===== src/sv/roro_pkg.sv =====
// ----------------------------------------------------------------------------
// roro_pkg
// shared constants, types and helpers for the record ring with offset lookup
// ----------------------------------------------------------------------------
package roro_pkg;

	localparam int SLOTS   = 16;
	localparam int IDX_W   = (SLOTS > 1) ? $clog2(SLOTS) : 1;
	localparam int HDL_W   = 32;
	localparam int LEN_W   = 16;
	localparam int POS_W   = 20;
	localparam int SLOT_W  = 4;
	localparam int REC_W   = HDL_W + LEN_W;
	localparam int SUM_W   = LEN_W + IDX_W;
	localparam int CMP_W   = ((SUM_W > POS_W) ? SUM_W : POS_W) + 1;
	localparam int STEP_W  = IDX_W;

	typedef logic [IDX_W-1:0] idx_t;

	typedef enum logic {
		OP_ADD  = 1'b0,
		OP_FIND = 1'b1
	} op_t;

	typedef enum logic [1:0] {
		ST_IDLE,
		ST_ADD,
		ST_FIND
	} state_t;

	function automatic idx_t next_slot(input idx_t p);
		idx_t r;
		if (p == idx_t'(SLOTS - 1)) begin
			r = '0;
		end else begin
			r = p + idx_t'(1);
		end
		return r;
	endfunction

endpackage


===== src/sv/roro_ram.sv =====
// ----------------------------------------------------------------------------
// roro_ram
// simple dual-port ram, one write port, one read port with registered data
// ----------------------------------------------------------------------------
module roro_ram #(
	parameter int WIDTH = 8,
	parameter int DEPTH = 16
) (
	input  logic                                       clk,
	input  logic                                       we,
	input  logic [((DEPTH > 1) ? $clog2(DEPTH) : 1)-1:0] wr_addr,
	input  logic [WIDTH-1:0]                           wr_data,
	input  logic [((DEPTH > 1) ? $clog2(DEPTH) : 1)-1:0] rd_addr,
	output logic [WIDTH-1:0]                           rd_data
);

	logic [WIDTH-1:0] mem_q [DEPTH];

	always_ff @(posedge clk) begin
		if (we) begin
			mem_q[wr_addr] <= wr_data;
		end
		rd_data <= mem_q[rd_addr];
	end

endmodule


===== src/sv/ring_of_records_offset_lookup_top.sv =====
// ----------------------------------------------------------------------------
// ring_of_records_offset_lookup_top
// ring of records (handle, byte length) with oldest-first byte offset lookup
// ----------------------------------------------------------------------------
// A beat is taken when start is high and busy is low. An add passes through
// its ADD state and then shows its result on done; a find shows it once its
// walk ends, after k records (1..SLOTS) walked, one per cycle through
// the single read port of the record memory. busy falls in the cycle done is
// high, so the next start may come then. The result holds for that one cycle
// only: there is no way to stall it, so it must be taken when done is high.
// ----------------------------------------------------------------------------
module ring_of_records_offset_lookup_top
	import roro_pkg::*;
(
	input  logic             clk,
	input  logic             arst_n,
	input  logic             start,
	output logic             busy,
	input  logic             operation,
	input  logic [HDL_W-1:0] record_handle,
	input  logic [LEN_W-1:0] record_length,
	input  logic [POS_W-1:0] byte_position,
	output logic             done,
	output logic             found,
	output logic [SLOT_W-1:0] slot_number,
	output logic [HDL_W-1:0] found_handle,
	output logic [LEN_W-1:0] offset_within,
	output logic             evicted,
	output logic [HDL_W-1:0] evicted_handle
);

	state_t state_q, state_d;

	idx_t             wp_q, rp_q, rd_idx_q;
	logic             full_q;
	logic [SLOTS-1:0] valid_q;
	logic [STEP_W-1:0] step_q;
	logic [SUM_W-1:0] base_q;
	logic             done_q;

	logic [HDL_W-1:0] hdl_q;
	logic [LEN_W-1:0] len_q;
	logic [POS_W-1:0] pos_q;

	logic             found_q, evicted_q;
	logic [SLOT_W-1:0] slot_q;
	logic [HDL_W-1:0] fhdl_q, ehdl_q;
	logic [LEN_W-1:0] off_q;

	logic             accept;
	logic             ram_we;
	idx_t             ram_rd_addr;
	logic [REC_W-1:0] ram_rd_data;
	logic [HDL_W-1:0] rd_hdl;
	logic [LEN_W-1:0] rd_len;
	logic [CMP_W-1:0] diff;
	logic             hit;
	logic             last;
	idx_t             wp_next, rp_next;

	assign accept = start && (state_q == ST_IDLE);
	assign busy   = (state_q != ST_IDLE);

	roro_ram #(
		.WIDTH (REC_W),
		.DEPTH (SLOTS)
	) u_rec_ram (
		.clk     (clk),
		.we      (ram_we),
		.wr_addr (wp_q),
		.wr_data ({hdl_q, len_q}),
		.rd_addr (ram_rd_addr),
		.rd_data (ram_rd_data)
	);

	// length of a slot never written reads as zero
	assign rd_hdl = ram_rd_data[REC_W-1:LEN_W];
	assign rd_len = valid_q[rd_idx_q] ? ram_rd_data[LEN_W-1:0] : '0;
	assign diff   = CMP_W'(pos_q) - CMP_W'(base_q);
	assign hit    = !diff[CMP_W-1] && (diff[CMP_W-2:0] < (CMP_W-1)'(rd_len));
	assign last   = (step_q == STEP_W'(SLOTS - 1));

	assign wp_next = next_slot(wp_q);
	assign rp_next = full_q ? next_slot(rp_q) : rp_q;

	always_comb begin
		state_d = state_q;
		unique case (state_q)
			ST_IDLE: begin
				if (accept) begin
					state_d = (op_t'(operation) == OP_ADD) ? ST_ADD : ST_FIND;
				end
			end
			ST_ADD: begin
				state_d = ST_IDLE;
			end
			ST_FIND: begin
				if (hit || last) begin
					state_d = ST_IDLE;
				end
			end
			default: begin
				state_d = ST_IDLE;
			end
		endcase
	end

	always_comb begin
		ram_we      = 1'b0;
		ram_rd_addr = rp_q;
		unique case (state_q)
			ST_IDLE: begin
				ram_rd_addr = rp_q;
			end
			ST_ADD: begin
				ram_we = 1'b1;
			end
			ST_FIND: begin
				ram_rd_addr = next_slot(rd_idx_q);
			end
			default: begin
				ram_rd_addr = rp_q;
			end
		endcase
	end

	// control state
	always_ff @(posedge clk or negedge arst_n) begin
		if (!arst_n) begin
			state_q <= ST_IDLE;
			wp_q    <= '0;
			rp_q    <= '0;
			full_q  <= 1'b0;
			valid_q <= '0;
			done_q  <= 1'b0;
		end else begin
			state_q <= state_d;
			done_q  <= 1'b0;
			if (state_q == ST_ADD) begin
				wp_q             <= wp_next;
				rp_q             <= rp_next;
				full_q           <= (wp_next == rp_next);
				valid_q[wp_q]    <= 1'b1;
				done_q           <= 1'b1;
			end
			if ((state_q == ST_FIND) && (hit || last)) begin
				done_q <= 1'b1;
			end
		end
	end

	// beat capture, walk and result registers
	always_ff @(posedge clk) begin
		if (accept) begin
			hdl_q    <= record_handle;
			len_q    <= record_length;
			pos_q    <= byte_position;
			rd_idx_q <= rp_q;
			step_q   <= '0;
			base_q   <= '0;
		end
		if (state_q == ST_ADD) begin
			found_q   <= 1'b0;
			slot_q    <= '0;
			fhdl_q    <= '0;
			off_q     <= '0;
			evicted_q <= full_q;
			ehdl_q    <= full_q ? rd_hdl : '0;
		end
		if (state_q == ST_FIND) begin
			rd_idx_q  <= next_slot(rd_idx_q);
			step_q    <= step_q + STEP_W'(1);
			base_q    <= base_q + SUM_W'(rd_len);
			evicted_q <= 1'b0;
			ehdl_q    <= '0;
			found_q   <= hit;
			slot_q    <= hit ? SLOT_W'(rd_idx_q) : '0;
			fhdl_q    <= hit ? rd_hdl : '0;
			off_q     <= hit ? LEN_W'(diff) : '0;
		end
	end

	assign done           = done_q;
	assign found          = found_q;
	assign slot_number    = slot_q;
	assign found_handle   = fhdl_q;
	assign offset_within  = off_q;
	assign evicted        = evicted_q;
	assign evicted_handle = ehdl_q;

	a_done_not_busy: assert property (@(posedge clk) disable iff (!arst_n)
		done |-> !busy)
		else $error("result beat while busy");

	a_one_kind: assert property (@(posedge clk) disable iff (!arst_n)
		done |-> !(found && evicted))
		else $error("result beat both found and evicted");

	a_full_ptrs: assert property (@(posedge clk) disable iff (!arst_n)
		full_q |-> (wp_q == rp_q))
		else $error("ring full with pointers apart");

	a_accept_busy: assert property (@(posedge clk) disable iff (!arst_n)
		accept |=> busy)
		else $error("no busy after accepted beat");

endmodule

===== config.mk =====
export PLATFORM = sky130hd
export DESIGN_NAME = ring_of_records_offset_lookup_top
export DESIGN_NICKNAME = d
export VERILOG_FILES = /design/src/sv/roro_pkg.sv /design/src/sv/roro_ram.sv /design/src/sv/ring_of_records_offset_lookup_top.sv
export SDC_FILE = /design/constraint.sdc
export NUM_CORES = 1
export LEC_CHECK = 0
export BUFFER_PORTS_ARGS = -buffer_cell sky130_fd_sc_hd__buf_4
export CORE_MARGIN = 1.5
export CORE_UTILIZATION = 30
export CTS_BUF_LIST = sky130_fd_sc_hd__clkbuf_8
export DETAILED_ROUTE_END_ITERATION = 10
export SLEW_MARGIN = 20
export SYNTH_ARGS = -nofsm -noshare
export SYNTH_HDL_FRONTEND = slang
export SYNTH_HIERARCHICAL = 1
export SYNTH_SLANG_ARGS = --single-unit

===== constraint.sdc =====
create_clock -name clk -period 11.7 [get_ports clk]
set_clock_uncertainty 0.1 [all_clocks]
set_input_delay 1.17 -clock clk [delete_from_list [all_inputs] [get_ports clk]]
set_output_delay 1.17 -clock clk [all_outputs]
set_load 0.1 [all_outputs]

### Word level (Yosys, flattened, before mapping)

Memories as Yosys holds them, arrays and structs flattened. A register that Yosys moved wholly into a read port is not among the register bits.
Index checks and enable logic that the tools add are counted.

| storage, ports and cells | value |
|---|---|
| register bits | 210 |
| bits in latches | 0 |
| memory bits (writable) | 768 |
| memory bits (read-only) | 0 |
| logic and storage cells | 86 |
| memories | 1 |

Memories:

| memory | words | bits a word | read ports | clocked after Yosys merged registers in | write ports | RTL line | RTL |
|---|---|---|---|---|---|---|---|
| u_rec_ram.mem_q | 16 | 48 | 1 | 1 | 1 | roro_ram.sv:17 | `logic [WIDTH-1:0] mem_q [DEPTH];` |

| cells by class | value |
|---|---|
| add/subtract/negate cells | 6 |
| $mul | 0 |
| divide/modulo/power cells | 0 |
| magnitude comparators | 4 |
| eq/ne operators | 9 |
| shifts and indexed selects | 0 |
| muxes and demuxes | 36 |
| bitwise logic cells | 1 |
| reductions and logical operators | 11 |

Operator list:

| kind | number |
|---|---|
| 32-bit two-way mux | 4 |
| 16-bit two-way mux | 4 |
| 4-bit two-way mux | 12 |
| 20-bit two-way mux | 2 |
| 20-bit by 20-bit subtractor with 21-bit output | 1 |
| 20-bit by 16-bit adder with 20-bit output | 1 |
| 20-bit by 16-bit less-than comparator with 1-bit output | 1 |
| 4-bit by 1-bit adder with 4-bit output (second input constant) | 4 |
| 4-bit equality test (second input constant) | 4 |
| 16-bit OR | 1 |
| 4-bit by 5-bit less-than comparator with 1-bit output (second input constant) | 2 |
| 1-bit two-way mux | 8 |
| 2-bit two-way mux | 3 |
| 2-bit nonzero test | 3 |
| 1-bit binary-select mux with 4-bit select | 1 |
| 1-bit demux with 4-bit select | 1 |
| 4-bit equality test | 1 |
| 4-bit by 1-bit >= comparator with 1-bit output (second input constant) | 1 |
| 1-bit logical AND | 4 |
| 2-bit != test (second input constant) | 2 |
| 2-bit case mux with 2 select lines | 1 |
| 2-bit by 1-bit equality test with 1-bit output (second input constant) | 1 |
| 2-bit equality test (second input constant) | 1 |
| 2-bit logical NOT | 1 |
| other kinds (3) | 3 |

### Longest topological paths before layout

Gate-level depths: netlist (run 1).

| logic depth | value |
|---|---|
| depth after elaboration | 8 |
| gate-level depth with buffers | 20 |

### By module

The synthesis (run 1) kept the hierarchy.

Modules (own cells, without submodules):

| module | instances | cells an instance | area each (um2) | seq. area each (um2) |
|---|---|---|---|---|
| roro_ram | 1 | 1242 | 29691.0 | 24023.0 |
| ring_of_records_offset_lookup_top | 1 | 832 | 9942.0 | 5835.6 |

### Least setup slack after synthesis (run 1)

No wires, ideal clock.

| timing | value |
|---|---|
| kind | register to register |
| start point | reg state_q[1] |
| end point | mem u_rec_ram/mem_q[0][0] (netlist bit), enable pin |
| library setup time | 0.513 ns |
| arrival time | 4.445 ns |
| slack | 6.643 ns |
| stages on the path, launching flop included | 5 |
| cells stage by stage | dfrtp_1 inv_1 ha_1 or3b_2 nor3_1 |

| between the ends | value |
|---|---|
| longest elaborated chain between the ends | 4 |

Ends and longest elaborated chain:

| element | RTL line | RTL |
|---|---|---|
| start, declared | ring_of_records_offset_lookup_top.sv:32 | `state_t state_q, state_d;` |
| start signal, assigned | ring_of_records_offset_lookup_top.sv:137 | `state_q <= state_d;` |
| 2-bit by 1-bit equality test with 1-bit output | ring_of_records_offset_lookup_top.sv:111 | `unique case (state_q)` |
| 1-bit two-way mux | ring_of_records_offset_lookup_top.sv:111 |  |
| named net ram_we | ring_of_records_offset_lookup_top.sv:51 | `logic ram_we;` |
| 1-bit two-way mux | roro_ram.sv:20 | `if (we) begin` |
| 1-bit two-way mux (implied by the code) | roro_ram.sv:21 | `mem_q[wr_addr] <= wr_data;` |
| end, declared | roro_ram.sv:17 |  |

The timed path passes the listed nets, and every way through them passes these cells.

### Final worst setup path (run 1)

| timing | value |
|---|---|
| start point | reg state_q[0] |
| end point | reg u_rec_ram.rd_data[31] (read register of u_rec_ram.mem_q) |

| between the ends | value |
|---|---|
| longest elaborated chain between the ends | 2 |

Ends and longest elaborated chain:

| element | RTL line | RTL |
|---|---|---|
| 2-bit equality test | ring_of_records_offset_lookup_top.sv:111 |  |
| 4-bit two-way mux | ring_of_records_offset_lookup_top.sv:111 |  |
| named net ram_rd_addr[0] | ring_of_records_offset_lookup_top.sv:52 | `idx_t ram_rd_addr;` |
| end, declared | roro_ram.sv:14 | `output logic [WIDTH-1:0] rd_data` |

The timed path passes the listed nets, and every way through them passes these cells.
A chain may end at the register's enable or synchronous reset.

==> results.md, run 1 <==
- Max Slew Vio Count: 0
- Register area share after synthesis: 0.753
- Type of origin of the critical path: register
- Slowest cell on the critical path: buf_4
- Period Utilization, post-route: 0.459
- Initial antenna violation count: 6
- Clk slew on worst S/H paths: ~0.060 ns
- Outcome: completed
- Fillers: 12,100
- Synth top area share: 0.695
- Core area: ~130,000 um^2
- Async S/R FF share, synth: 0.0273
- Worst-margin pin slew: 1.15 ns
- # nets final: 2,457
- GRT Residual Overflow: 0
- Design Power: 12,900 uW
- Port Buffers: around 160
- WS Path Type: reg -> reg
- NetSw: 4840 uW
- CP Capture Type: register
- Combinational power share: 0.379
- Mean Syn Cell Area: approximately 19 um^2
- Tot GR Track Use: 0.142
- Hold buffer count at cts: 0
- Postcts setup bufs: 0
- Total of max-cap violations: 0
- Min Tclk post-route: 5.36 ns
- CTS resizes: 0
- PwrDens: 279 nW/um^2
- Seq cells post-synth: 1,026
- Hold Fails Final Rpt: 0
- DR DRC count: 0
- Leading area contributor after synthesis: edfxtp_1
- HP Class: in -> async
- Most common cell on crit path: inv_1
- DIE HEIGHT: around 370 um
- Area grow syn2layout: 16.4%
- Final HPWL DP: about 50,000 um
- Crit-path max cell delay: 0.83 ns
- WP data required: 12.33 ns
- Ys flop type: edfxtp_1
- Slew HR: 0.236
- Via density per instance: 4.89
- Die width: 366 um
- Setup-failing EPs final: 0
- TritonCTS Buffers: 156
- Area contributors post-synth: edfxtp_1, mux4_2, dfxtp_1, a22oi_1, ha_1
- Distinct cells, synth: 66
- Peak supply drop: 303 uV
- Switching Share: 0.376
- DR pass1 iterations: 5
- Lkg Pwr: 0.0157 uW
- Clock root buffer: clkbuf_8
- I/O pin total: 160
- Int Power: 8040 uW
- Sum of negative setup slack: 0 ns
- Clk pwr share: 0.228
- Synth Warn #: 6
- Final ANT Viol Nets: 0
- CTS sink count: 1,026
- CTS H-Tree Depth: 4
- Critical path, cell by cell: inv_1, ha_4, inv_1, a311oi_1, a21o_4, buf_4, buf_12, mux4_2, a22oi_1, nand2_1
- FP Rows: around 130
- Final WL: 96,700 um
- Vias: approximately 20,000
- Initial Util: 0.302
- Largest net degree at the start of global routing: 116
- Post-Syn Instances: 2,074
- Global-route wire length before repair: 141,000 um
- Initial DRC count: approximately 2,000
- Syn_nets: 2,209
- Gpl congestion: 0.796
- Proportion of layout cells with a drive suffix above 1: 0.261
- Routed len/inst: 23.0 um
- Skew-Pair Late Insertion Delay: 0.85 ns
- Maximum clock rate: around 0.19 GHz
- Worst EP arrival: around 6 ns
- Die area: 134,000 um^2
- Share of power burned in registers: 0.393
- Number of synthesized flops with an enable pin: between 900 and 1,000
- CP Max Fanout: roughly 120
- RSZ-0062 raised after global routing: false
- CTS tree: built
- Synthesized area: 39,600 um^2
- Clock Path Buffers: 3
- Via count of the first global-routing pass: approximately 21,000
==> registers in the layout, indices dropped and copies added, names as in the netlist, 2 cells and up <==
name	flops
rd_idx_q	4
base_q	20
state_q	2
offset_within	16
rp_q	4
len_q	16
hdl_q	32
u_rec_ram/mem_q	768
wp_q	4
u_rec_ram/rd_data	48
evicted_handle	32
valid_q	16
step_q	4
pos_q	20
slot_number	4
found_handle	32
==> metal layers <==
layer	share of wire	track usage
met2	0.48	0.231
met4	0.021	0.0484
met3	0.071	0.0322
met1	0.43	0.189
met5	0.00030	0
==> cell usage after synthesis (9+ instances only) <==
cell,number
nor2_1,93
nor2b_1,12
edfxtp_1,917
nand3_1,9
dfxtp_1,81
xnor2_1,19
clkbuf_1,48
and3_1,52
o21bai_1,14
buf_4,18
a21oi_1,36
a22oi_1,128
o21ai_0,27
inv_1,51
buf_2,9
xor2_1,17
nand2_1,93
and2_1,9
nor3_1,19
dfrtp_1,28
mux4_2,196
nand2b_1,10
buf_1,20
ha_1,61
==> critical path, delay by kind of cell (launching register included) <==
family | cells | cell delay [ns]
fa+ha+maj | 1 | 0.37
simple gates | 1 | 0.09
flops | 1 | 0.40
compound gates | 3 | 1.30
buf+inv | 4 | 2.24
mux | 1 | 0.61
==> power groups by stage <==
stage | clock [uW] | sequential (uW) | combinational, uW
after global routing | 3170 | 5120 | 5280
after detailed placement | 0 | 5130 | 4920
after floorplan | 0 | 5650 | 3080
after global placement | 0 | 5110 | 4840
after CTS | 3030 | 5070 | 4940
final | 2940 | 5060 | 4880
==> path summary, 6_finish.rpt <==
path	endpoint	slack (ns)	depth (start not counted)	start
setup / recovery	u_rec_ram/rd_data[31]	6.34	10	state_q[0]
hold / removal	valid_q[3]	0.17	1	arst_n
setup reg to reg	u_rec_ram/rd_data[31]	6.34	10	state_q[0]
hold reg to reg	evicted_handle[5]	0.38	2	u_rec_ram/rd_data[21]
max in group asynchronous	state_q[0]	11.03	1	arst_n
min in group clk	evicted_handle[5]	0.38	2	u_rec_ram/rd_data[21]
==> metrics by stage <==
stage          utilization  std cells  cell area (um^2)  hold WS [ns]  setup WS (ns)
2_1_floorplan            -       2074             39600         0.337           6.64
3_3_place_gp         0.327       3918             43000         0.352           6.31
3_5_place_dp         0.327       3918             43000         0.361           6.16
4_1_cts              0.351       4206             46100        0.0899           6.17
5_1_grt              0.351       4208             46100         0.172           5.81
6_report             0.351       4209             46100         0.168           6.34
==> layout make-up <==
| type | count | area, um^2 | area share |
|---|---|---|---|
| Multi-Input combinational cell | 898 | 9300 | 0.202 |
| Antenna cell | 2 | 5.00 | 0.000108 |
| Timing Repair Buffer | 188 | 1440 | 0.0313 |
| Clock buffer | 184 | 2530 | 0.0549 |
| Inverter | 52 | 195 | 0.00423 |
| Sequential cell | 1026 | 29900 | 0.647 |
| Tap cell | 1755 | 2200 | 0.0476 |
| Clock inverter | 104 | 609 | 0.0132 |
==> placed cells by master, fill, tap and decap left out, drive strengths merged, types with 4 or more instances in the layout <==
| cell | instances |
|---|---|
| a21o | 7 |
| o21a | 4 |
| bufinv | 4 |
| o211ai | 4 |
| xor2 | 17 |
| inv | 120 |
| a211o | 4 |
| dfrtp | 28 |
| nor2 | 93 |
| clkinvlp | 4 |
| a31o | 5 |
| nand4 | 5 |
| buf | 188 |
| dfxtp | 81 |
| clkbuf | 184 |
| a21oi | 36 |
| and3 | 52 |
| nor2b | 12 |
| and2 | 10 |
| nand2 | 93 |
| o21bai | 14 |
| ha | 61 |
| mux4 | 196 |
| nand3 | 9 |
| or3 | 4 |
| mux2i | 6 |
| a21boi | 4 |
| and4 | 4 |
| a22oi | 128 |
| mux2 | 4 |
| nand3b | 4 |
| o21ai | 28 |
| a211oi | 4 |
| xnor2 | 19 |
| a31oi | 7 |
| clkinv | 28 |
| edfxtp | 917 |
| or2 | 4 |
| nand2b | 10 |
| nor3 | 19 |
==> kinds of logic after synthesis <==
family,after synthesis,synth area share
xor gates and xnor gates,36,0.00796
buffers and inverters,150,0.0168
and+or+nand+nor,326,0.0396
adders and majority gates,63,0.0203
AOI/OAI and AO/OA,267,0.0477
DFF,1026,0.753
muxes,206,0.114
No activity file was read; power rests on OpenSTA's default activity.
==> run 2, diff against run 1 <==
clock period = 5.59 ns   (was 11.7 ns; I/O delays follow)
==> run 2 against run 1 <==
Flip-flop and latch count unchanged. Core utilization is 0.76 points higher. Via count up 2.1%. Die area unchanged. Power up 110%. Sequential power is 110% higher. Setup slack lost 5.7 ns. Global-route usage is 0.28 points higher. Clock power is 110% higher. Non-clock buffer count up 85.
==> results.md, run 2 (same netlist as run 1, synthesis figures left out) <==
- Proportion of layout cells with a drive suffix above 1: 0.256 (-0.00460)
- Worst-margin pin slew: 1.11 ns (-0.0320 ns)
- RSZ-0062 raised after global routing: false
- Slowest cell on the critical path: and2_4
- CTS tree: built
- Sum of negative setup slack: 0 ns (unchanged)
- I/O pin total: 160 (unchanged)
- Port Buffers: 159 (unchanged)
- DIE HEIGHT: 366 um (unchanged)
- Worst EP arrival: 5.58 ns (-0.42 ns)
- Tot GR Track Use: 0.145 (+0.00283)
- Critical path, cell by cell: ha_1, fa_1, nand2b_1, a21oi_1, o41ai_2, nand2_1, a21oi_1, o21ai_0, xor2_1, ha_1, and4_1, nand4_1, a211oi_2, nor3b_1, o2111a_1, and2_4, and3_1
- Largest delay contributor family on the critical path: simple AND/OR/NAND/NOR gates
- Clock root buffer: clkbuf_8
- Outcome: completed
- CTS resizes: 0 (unchanged)
- Routed len/inst: 22.9 um (-0.10%)
- DR DRC count: 0 (unchanged)
- Core area: 131,000 um^2 (unchanged)
- Crit-path max cell delay: 0.61 ns (-0.22 ns)
- Maximum clock rate: 0.201 GHz (+8.0%)
- Largest register FFs: 768 (unchanged)
- CTS H-Tree Depth: 4 (unchanged)
- Period Utilization, post-route: 0.888 (+0.430)
- DR pass1 iterations: 5 (unchanged)
- Metal2 WL: 47,300 um (+2.7%)
- GRT Residual Overflow: 0 (unchanged)
- Die width: 366 um (unchanged)
- CP Capture Type: register
- Worst hold slack: 0.139 ns (-0.0285 ns)
- WS Path Type: reg -> reg
- Biggest register: u_rec_ram/mem_q
- PwrDens: 586 nW/um^2 (+110%)
- Initial antenna violation count: 3 (-3)
- Max Slew Vio Count: 0 (unchanged)
- Lkg Pwr: 0.0161 uW (+2.5%)
- FP Rows: 133 (unchanged)
- Most common cell after layout, fill and taps aside: edfxtp_1
- CTS sink count: 1,026 (unchanged)
- Largest net degree at the start of global routing: 117 (+0.86%)
- # nets final: 2,544 (+3.5%)
- Initial Util: 0.302 (unchanged)
- HP Class: in -> async
- WP data required: 6.20 ns (-6.13 ns)
- Clk slew on worst S/H paths: 0.07 ns (about the same)
- Via density per instance: 4.89 (about the same)
- M1 WL: 42,000 um (+0.83%)
- Min Tclk post-route: 4.97 ns (-0.399 ns)
- Clock Path Buffers: 3 (unchanged)
- Total of max-cap violations: 0 (unchanged)
- Gpl congestion: 0.862 (+8.3%)
- Bufs and invs on worst path: 0 (-4)
- Global-route wire length before repair: 144,000 um (+2.4%)
- Initial DRC count: 1,898 (-6.6%)
- TritonCTS Buffers: 158 (+1.3%)
- Post-route insts no fill: 4,299 (+2.1%)
- Final WL: 98,600 um (+2.0%)
- Slew HR: 0.258 (+0.0214)
- Via count of the first global-routing pass: 22,000 (+2.8%)
- Met3 wire len: 7540 um (+9.9%)
- Placed Instances: 3,932 (+0.36%)
- Highest routed layer: met4
- Type of origin of the critical path: register
- Skew-Pair Late Insertion Delay: 0.88 ns (+0.03 ns)
- CP Max Fanout: 48 (-58%)
- Final HPWL DP: 53,100 um (+5.6%)
- Setup-failing EPs final: 0 (unchanged)
- Most frequent cells in the layout: edfxtp_1, mux4_2, buf_4
- Hold Fails Final Rpt: 0 (unchanged)
- Final ANT Viol Nets: 0 (unchanged)
- Top Registers: u_rec_ram/mem_q: 768 flops, u_rec_ram/rd_data: 48 flops
- Die area: 134,000 um^2 (unchanged)
- Peak supply drop: 392 uV (+29%)
- Area grow syn2layout: 18.9%
- Vias: 21,000 (+2.1%)
==> run 2: cell count changes in the layout (fill, tap and decap cells not counted), moves of 2 or more <==
cell,before,now
buf_12,1,10
bufinv_16,4,8
buf_4,186,191
dlygate4sd3_1,0,71
clkbuf_8,184,175
diode_2,2,5
clkinv_8,1,3
inv_1,112,105
clkinv_1,16,28
==> run 2: through the flow <==
| stage | total power (uW) | area, um^2 | setup slack, ns | utilization |
|---|---|---|---|---|
| after CTS | 27900 | 47100 | 0.711 | 0.359 |
| after global routing | 29000 | 47100 | 0.334 | 0.359 |
| after global placement | 21200 | 43200 | 0.844 | 0.329 |
| after floorplan | 18300 | 39600 | 0.533 | - |
| after detailed placement | 21500 | 43200 | 0.715 | 0.329 |
| final | 27600 | 47100 | 0.624 | 0.359 |
==> run 2: per-layer routing <==
| metal | vias to the layer above | global-route usage |
|---|---|---|
| met5 | - | 0 |
| met4 | 0 | 0.0413 |
| met3 | 164 | 0.0291 |
| met2 | 828 | 0.236 |
| met1 | 10900 | 0.197 |
| li1 | 9079 | - |
==> run 2: cell type report <==
type,instances,area (um^2)
Antenna cell,5,12.5
Clock buffer,175,2410
Clock inverter,115,800
Fill cell,12100,84200
Inverter,52,195
Multi-Input combinational cell,898,9300
Sequential cell,1026,29900
Tap cell,1755,2200
Timing Repair Buffer,273,2370
==> run 2: power breakdown <==
group          total [uW]  internal (uW)  switching (uW)
sequential          10500           9780             761
clock                6320           3300            3030
combinational       10800           4060            6710
total               27600          17100           10500
==> run 2: path summary, 6_finish.rpt <==
kind	cells after the start	slack [ns]	from	endpoint
max in group asynchronous	2	4.95	arst_n	valid_q[5]
worst min register to register	1	0.38	valid_q[6]	valid_q[6]
worst min-delay path	2	0.14	arst_n	valid_q[8]
min in group clk	2	0.30	record_handle[31]	hdl_q[31]
worst max register to register	17	0.62	base_q[0]	found_handle[13]
worst max-delay path	17	0.62	base_q[0]	found_handle[13]
==> run 2: repair_timing <==
action,in CTS,in global routing
hold buffers,71,0
setup buffers,0,0
endpoints found under the hold margin,102,0
==> run 3, diff against run 2 <==
clock period = 6.2 ns   (was 5.59 ns; I/O delays follow)
==> run 3 against run 2 <==
Flip-flop and latch count is the same. Register-to-register slack gained 0.64 ns. Setup slack gained 0.64 ns. Maximum frequency grew 0.54%. Via count shrank 0.41%. Sequential share of layout area grew 0.50 points. Power shrank 12%. Largest power group unchanged. Largest cell class unchanged. Clock-buffer cell count shrank 4. Critical path depth is the same. Highest routed layer is now met5.
==> results.md, run 3 (same netlist as run 1, synthesis figures left out) <==
- Initial Util: 0.302 (unchanged)
- Largest net degree at the start of global routing: 111 (-5.1%)
- Sum of negative setup slack: 0 ns (unchanged)
- GR peak layer: met2
- Worst-margin pin slew: 1.11 ns (-0.00534 ns)
- Outcome: completed
- Worst EP arrival: 5.52 ns (-0.06 ns)
- CTS tree: built
- RSZ-0062 raised after global routing: false
- Most frequent cells in the layout: edfxtp_1, mux4_2, buf_4
- Worst hold path depth: 3
- WS Path Type: reg -> reg
- Setup-failing EPs final: 0 (unchanged)
- Vias: 20,900 (-0.41%)
- Proportion of layout cells with a drive suffix above 1: 0.252 (-0.00353)
- CP startpoint: base_q[0]
- TritonCTS Buffers: 153 (-3.2%)
- Post-route insts no fill: 4,287 (-0.28%)
- Via count of the first global-routing pass: 21,900 (-0.33%)
- Final WL: 97,100 um (-1.5%)
- Biggest register: u_rec_ram/mem_q
- Slowest cell on the critical path: and2_4
- Total of max-cap violations: 0 (unchanged)
- Port Buffers: 159 (unchanged)
- Most common cell after layout, fill and taps aside: edfxtp_1
- Placed Area: 43,100 um^2 (-0.19%)
- Die width: 366 um (unchanged)
- Hold Fails Final Rpt: 0 (unchanged)
- Largest delay contributor family on the critical path: simple AND/OR/NAND/NOR gates
- Lkg Pwr: 0.0159 uW (-0.69%)
- Area grow syn2layout: 18.0%
- CTS sink count: 1,026 (unchanged)
- Global-route wire length before repair: 143,000 um (-0.78%)
- Finished layout cell area: 46,800 um^2 (-0.79%)
- GR Layer Usage met2: 0.234 (-0.00167)
- Placed Instances: 3,931 (-0.025%)
- Multi-input gate area: 9300 um^2 (unchanged)
- CTS H-Tree Depth: 4 (unchanged)
- Crit-path max cell delay: 0.61 ns (about the same)
- Reg-to-Reg Start: base_q[0]
- Tot GR Track Use: 0.143 (-0.00200)
- Slew HR: 0.261 (+0.00356)
- Die area: 134,000 um^2 (unchanged)
- Top Registers: u_rec_ram/mem_q: 768 flops, u_rec_ram/rd_data: 48 flops
- Initial antenna violation count: 4 (+1)
- Type of origin of the critical path: register
- Final setup margin: 1.26 ns (+0.637 ns)
- CTS resizes: 0 (unchanged)
- GRT Residual Overflow: 0 (unchanged)
- Fillers: 12,200 (+0.79%)
- Dpl ws: 1.31 ns (+0.596 ns)
- DIE HEIGHT: 366 um (unchanged)
- WP data required: 6.78 ns (+0.58 ns)
- Clock root buffer: clkbuf_8
- Period Utilization, post-route: 0.797 (-0.0917)
- HP Class: in -> reg
- Gpl congestion: 0.884 (+2.5%)
- I/O pin total: 160 (unchanged)
- Max Slew Vio Count: 0 (unchanged)
- Final HPWL DP: 53,900 um (+1.6%)
- Via density per instance: 4.88 (-0.13%)
- Hold Startpoint: operation
- CP Max Fanout: 52 (+8.3%)
- RR Endpoint: found_handle[10]
- Final Core Density: 0.356 (-0.00283)
- WP depth: 17 (unchanged)
- Peak supply drop: 403 uV (+2.8%)
- DR DRC count: 0 (unchanged)
- Largest register FFs: 768 (unchanged)
- R2R cell count: 17 (unchanged)
- Met1 Usage GRT: 0.192 (-0.00517)
- Routed len/inst: 22.7 um (-1.2%)
- Register area: 29,900 um^2 (unchanged)
- Min Tclk post-route: 4.94 ns (-0.0268 ns)
- Final ANT Viol Nets: 0 (unchanged)
- CP Capture Type: register
- Core area: 131,000 um^2 (unchanged)
- Bufs and invs on worst path: 0 (unchanged)
- Critical path, cell by cell: ha_1, fa_1, nand2b_1, a21oi_1, o41ai_2, nand2_1, a21oi_1, o21ai_0, xor2_1, ha_1, and4_1, nand4_1, a211oi_2, nor3b_1, o2111a_1, and2_4, and3_1
- FP Rows: 133 (unchanged)
- Initial DRC count: 1,774 (-6.5%)
- Skew-Pair Late Insertion Delay: 0.82 ns (-0.06 ns)
- Setup slack, reg-to-reg: 1.26 ns (+0.64 ns)
- DR pass1 iterations: 6 (+1)
- Maximum clock rate: 0.202 GHz (+0.54%)
- # nets final: 2,535 (-0.35%)
- GRT met3 Usage: 0.0280 (-0.00110)
- Clock Path Buffers: 3 (unchanged)
- CP endpoint: found_handle[10]
- Clk slew on worst S/H paths: 0.06 ns (about the same)
- PwrDens: 522 nW/um^2 (-11%)
[run 3: cell count changes in the layout (fill, tap and decap cells not counted), moves of 3 or more]
| cell | previous run | this run |
|---|---|---|
| inv_1 | 105 | 114 |
| clkinv_1 | 28 | 21 |
| buf_12 | 10 | 4 |
| buf_4 | 191 | 196 |
| bufinv_16 | 8 | 4 |
| clkbuf_8 | 175 | 171 |
| clkinv_2 | 10 | 14 |
| inv_6 | 2 | 5 |
[run 3: stage by stage]
stage          total power (uW)  hold slack, ns
6_report                  24400           0.137
5_1_grt                   25700           0.109
4_1_cts                   24700          0.0302
3_5_place_dp              19200           0.360
3_3_place_gp              19000           0.354
2_1_floorplan             16500           0.224
[run 3: worst min path at each step]
stage / end / slack, ns
2_1_floorplan: done / 0.22
4_1_cts: state_q[1] / 0.03
3_3_place_gp: valid_q[13] / 0.35
3_5_place_dp: valid_q[0] / 0.36
6_report: state_q[0] / 0.14
5_1_grt: state_q[1] / 0.11
[run 3: power by group]
part | internal, uW | total (uW) | switching, uW
Combinational | 3600 | 9600 | 5990
Clock | 2720 | 5340 | 2620
Sequential | 8810 | 9500 | 684
Total | 15100 | 24400 | 9300
[run 3: cell type report]
cell class,count,area share
antenna,5,0.000268
multi-input combinational,898,0.199
timing repair buffer,269,0.0479
inverter,52,0.00417
tap,1755,0.0470
clock buffer,171,0.0503
clock inverter,111,0.0131
sequential,1026,0.638
[run 3: metal layers]
| layer | wire (um) | vias to the layer above | part of all wire |
|---|---|---|---|
| met5 | 13 | - | 0.00013 |
| met4 | 1960 | 2 | 0.020 |
| met3 | 6860 | 157 | 0.071 |
| met2 | 46800 | 792 | 0.48 |
| met1 | 41500 | 10900 | 0.43 |
| li1 | - | 9064 | - |
[run 3: what timing repair did]
action | CTS | global route
setup buffers | 0 | 0
hold buffers | 69 | 0
setup endpoints to repair | 0 | 0
endpoints found under the hold margin | 96 | 0
[run 3: worst min-delay path, stage by stage]
cell and delay, ns:
buf_4 0.12, nor2b_1 0.14, a211o_1 0.14
